## config.mk

```make
export PLATFORM = sky130hd
export DESIGN_NAME = uirb_ram
export DESIGN_NICKNAME = d
export VERILOG_FILES = /design/src/uirb_ram.sv
export SDC_FILE = /design/constraint.sdc
export NUM_CORES = 2
export LEC_CHECK = 0
export BUFFER_PORTS_ARGS = -buffer_cell sky130_fd_sc_hd__clkbuf_2
export CAP_MARGIN = 20
export CORE_AREA = 2 2 368 552
export DETAILED_ROUTE_END_ITERATION = 12
export DIE_AREA = 0 0 370 554
export PLACE_DENSITY_LB_ADDON = 0.2
export SLEW_MARGIN = 15
export SYNTH_ARGS = -nofsm -noshare
export SYNTH_HDL_FRONTEND = slang
export SYNTH_SLANG_ARGS = --single-unit
```

## constraint.sdc

```tcl
create_clock -name clk -period 2.9 [get_ports clk]
set_clock_uncertainty 0.1 [all_clocks]
set_input_delay 0.87 -clock clk [delete_from_list [all_inputs] [get_ports clk]]
set_output_delay 0.87 -clock clk [all_outputs]
set_load 0.05 [all_outputs]
```

## src/uirb_ram.sv

```systemverilog
`timescale 1ns / 1ps
// Generic single-write, single-read synchronous RAM with registered read data.
// No dependencies.
module uirb_ram #(
  parameter int WIDTH = 8,
  parameter int DEPTH = 256
) (
  input  logic                     clk,
  input  logic                     we,
  input  logic [$clog2(DEPTH)-1:0] waddr,
  input  logic [WIDTH-1:0]         wdata,
  input  logic                     re,
  input  logic [$clog2(DEPTH)-1:0] raddr,
  output logic [WIDTH-1:0]         rdata
);

  logic [WIDTH-1:0] mem [DEPTH];

  // Write port, and read data held until the next read
  always_ff @(posedge clk) begin
    if (we) begin
      mem[waddr] <= wdata;
    end
    if (re) begin
      rdata <= mem[raddr];
    end
  end

endmodule

```

==> summary.md <==
| Metric | Value |
|---|---|
| Worst Setup End Kind | `flop` |
| Internal power | `48.8 mW` |
| CTS tree | `yes` |
| Post-synthesis sequential area ratio | `0.775` |
| Die Ht | `~550 um` |
| GR Util met1 | `0.264` |
| Final min period | `2950 ps` |
| RSZ-0062 raised after global routing | `yes` |
| Drc violations | `0` |
| Top-level port count | `35` |
| FF/Latch Area | `0.0617 mm2` |
| Combinational share of power | `0.060` |
| Clk Latency, worst-skew pair | `870 ps` |
| Failing checks | `negative setup slack` |
| MaxCap Viol Count | `0` |
| Status | `finished, violations left` |
| Share of cells above drive strength 1 | `0.342` |
| DP Wirelength | `146000 um` |
| Filler cell count in the final layout | `16464` |
| Yosys warning total | `0` |
| Post-synth EDFFs | `2056` |
| Worst Setup SP | `raddr[2]` |
| Hold Crit Start | `wdata[2]` |
| Met2 usage | `0.379` |
| Flop pwr share | `0.530` |
| Setup violations, final | `2` |
| Vias | `40698` |
| Post-synthesis cell type count | `54` |
| Mapped cell area | `about 0.080 mm2` |
| Placed cell count | `between 6000 and 7000` |
| Final Slew Violations | `0` |
| Switching fraction of total power | `0.213` |
| Worst Setup Start Kind | `input port` |
| Root buffer cell | `clkbuf_16` |
| Layout Nets | `4543` |
| First-pass GRT wire length | `309000 um` |
| Leakage | `~31 nW` |
| Via-to-Cell Ratio | `about 5.6` |
| Clock transition at the registers of the reported paths | `70 ps` |
| Most frequent cells in the layout | `edfxtp_1 (2056), buf_4 (672), mux4_2 (454), nor2_1 (279), clkbuf_16 (197)` |
| Drt total wl | `~220000 um` |
| Routed length per instance | `~30 um` |
| Hold Vio Cnt, Final | `0` |
| NetSw | `13.2 mW` |
| Worst hold slack | `227 ps` |
| Hold WC Path Type | `input port to flop` |
| Grt met3 use | `0.0233` |
| Crit path kind | `input port to flop` |
| Post-Synthesis Cells | `3733` |
| 1st-iter DRT viols | `3789` |
| DRT antenna net count | `0` |
| Ys async rst share | `0` |
| Top cell type's share of synthesized area | `0.775` |
| Top cells by area, synth | `edfxtp_1 (78%), mux4_2 (13%), mux2i_1 (1.7%)` |
| Final instance area | `~0.096 mm2` |
| Effective utilization at floorplan | `0.398` |
| Die width | `370 um` |
| Crit share post-route | `1.02` |
| Pwr Total | `slightly above 60 mW` |
| Arr. time, crit path | `~3500 ps` |
| Global route overflow | `0` |
| Cell taking the most area after synthesis | `edfxtp_1` |
| Placed Area | `0.0890 mm2` |
| Htree depth | `4` |
| Vias in the first global route | `about 42000` |
| Area of the multi-input gates | `0.0167 mm2` |
| Syn Nets | `between 3000 and 4000` |
| Most common cell after layout, fill and taps aside | `edfxtp_1` |
| Initial antenna violation count | `13` |
| Register bit count reported by yosys | `about 2000` |
| Setup WS post-layout | `-48.6 ps` |
| Worst slew pin tran | `~890 ps` |
| Area delta synth->final | `20.1%` |
| Clock share of power | `0.410` |
| Syn_area_per_cell | `21.3 um2` |
| Largest net degree at the start of global routing | `105` |
| # rows | `201` |
| Core ar. | `0.200 mm2` |
| TritonRoute pass-1 iters | `5` |
| DP Worst Slack | `-1490 ps` |
| CP Max Fanout | `16` |
| Fmax | `between 0.3 and 0.4 GHz` |
| Pwr dens | `648 mW/mm2` |
| Clock Tree Buf Depth | `4` |
| GRT Util Overall | `0.211` |
| Relative slew margins | `0.404` |
| Worst R2R Start | `mem[71][4]` |
| Port Buffer Count | `34` |
| Clock tree sinks | `~2100` |
| Peak VDD IR | `0.518 mV` |
| Die footprint | `roughly 0.2 mm2` |
| GRT busiest layer | `met2` |
| RD Place Congestion | `0.865` |
| Clock buffer count from CTS | `195` |
| Worst endpoint required time | `3470 ps` |
| Post-synth top flop | `edfxtp_1` |
| Layout Cells excl Fill | `approximately 7300` |
[per-layer routing]
| layer | routed length (um) | share of wire |
|---|---|---|
| met2 | 115000 | 0.53 |
| met1 | 82600 | 0.38 |
| met4 | 7600 | 0.035 |
| met5 | 71 | 0.00033 |
| met3 | 10900 | 0.050 |
[Yosys cell counts, types with 8 or more instances]
master and count:
buf_4 27, mux4_2 454, buf_12 8, nand2b_1 8, nor4_1 24, nand3_1 34, a221oi_1 13, nor2b_1 31
nor2_1 282, nand2_1 33, buf_6 21, edfxtp_1 2056, o21ai_0 10, nor3_1 22, buf_1 22, o22ai_1 28
buf_8 13, a21oi_1 96, a22o_1 8, buf_2 31, a211oi_1 16, o211ai_1 10, nand4_1 10, mux2i_1 134
a22oi_1 133, clkbuf_1 111, o221ai_1 46
[worst paths after layout]
| path | end | slack, ps | depth (start not counted) |
|---|---|---|---|
| min | mem[163][2] | 230 | 1 |
| max reg2reg | rdata[4] | 110 | 6 |
| max | rdata[2] | -50 | 10 |
| min reg2reg | rdata[5] | 1130 | 6 |
[power by group through the flow]
stage	Clock (mW)	Sequential [mW]	Combinational, mW
final	25.4	32.8	3.73
after global routing	27.0	32.8	3.92
after CTS	25.9	32.8	3.76
after detailed placement	0	33.4	3.70
after global placement	0	33.4	3.67
after floorplan	0	33.5	1.64
[sequential cells by signal, summed over array words and instances (netlist names)]
| register | cells |
|---|---|
| rdata | 8 |
| mem | 2048 |
[final cells by class]
| class | instances | area share |
|---|---|---|
| clock inverters | 120 | 0.0125 |
| diodes | 3 | 0.0000785 |
| multi-input cells | 1442 | 0.174 |
| inverters | 2 | 0.0000785 |
| flip-flops and latches | 2056 | 0.646 |
| well taps | 2639 | 0.0345 |
| clock buffers | 227 | 0.0527 |
| repair buffers | 819 | 0.0802 |
[what timing repair did]
action	in CTS	in global routing
hold buffers	0	0
gates resized for setup	12	14
endpoints found under the hold margin	0	0
buffers inserted	3	14
pin swaps	2	3
gates cloned	3	0
setup endpoints to repair	5	6
[cell families (layout without fill, tap and decap cells)]
family          count (synthesis)  in the layout  share of synthesized area
compound gates                385            385                     0.0342
mux                           591            591                      0.146
flops                        2056           2056                      0.775
buf+inv                       235           1168                     0.0183
simple gates                  466            466                     0.0263
other cells                     0              3                          0
[critical path, cell delays in order]
cell and delay, ps:
buf_4 300, buf_12 260, buf_12 140, nor2b_4 340, buf_12 190, a22oi_1 80
a21oi_1 630, nor4_2 170, buf_4 200, nor4_2 270
[metrics by stage]
stage | setup TNS [ps] | utilization
after floorplan | -142 | -
after global placement | -9670 | 0.445
after detailed placement | -8580 | 0.445
after CTS | 0 | 0.477
after global routing | -26.8 | 0.478
final | -73.8 | 0.478
(Power assumes the default switching activity.)
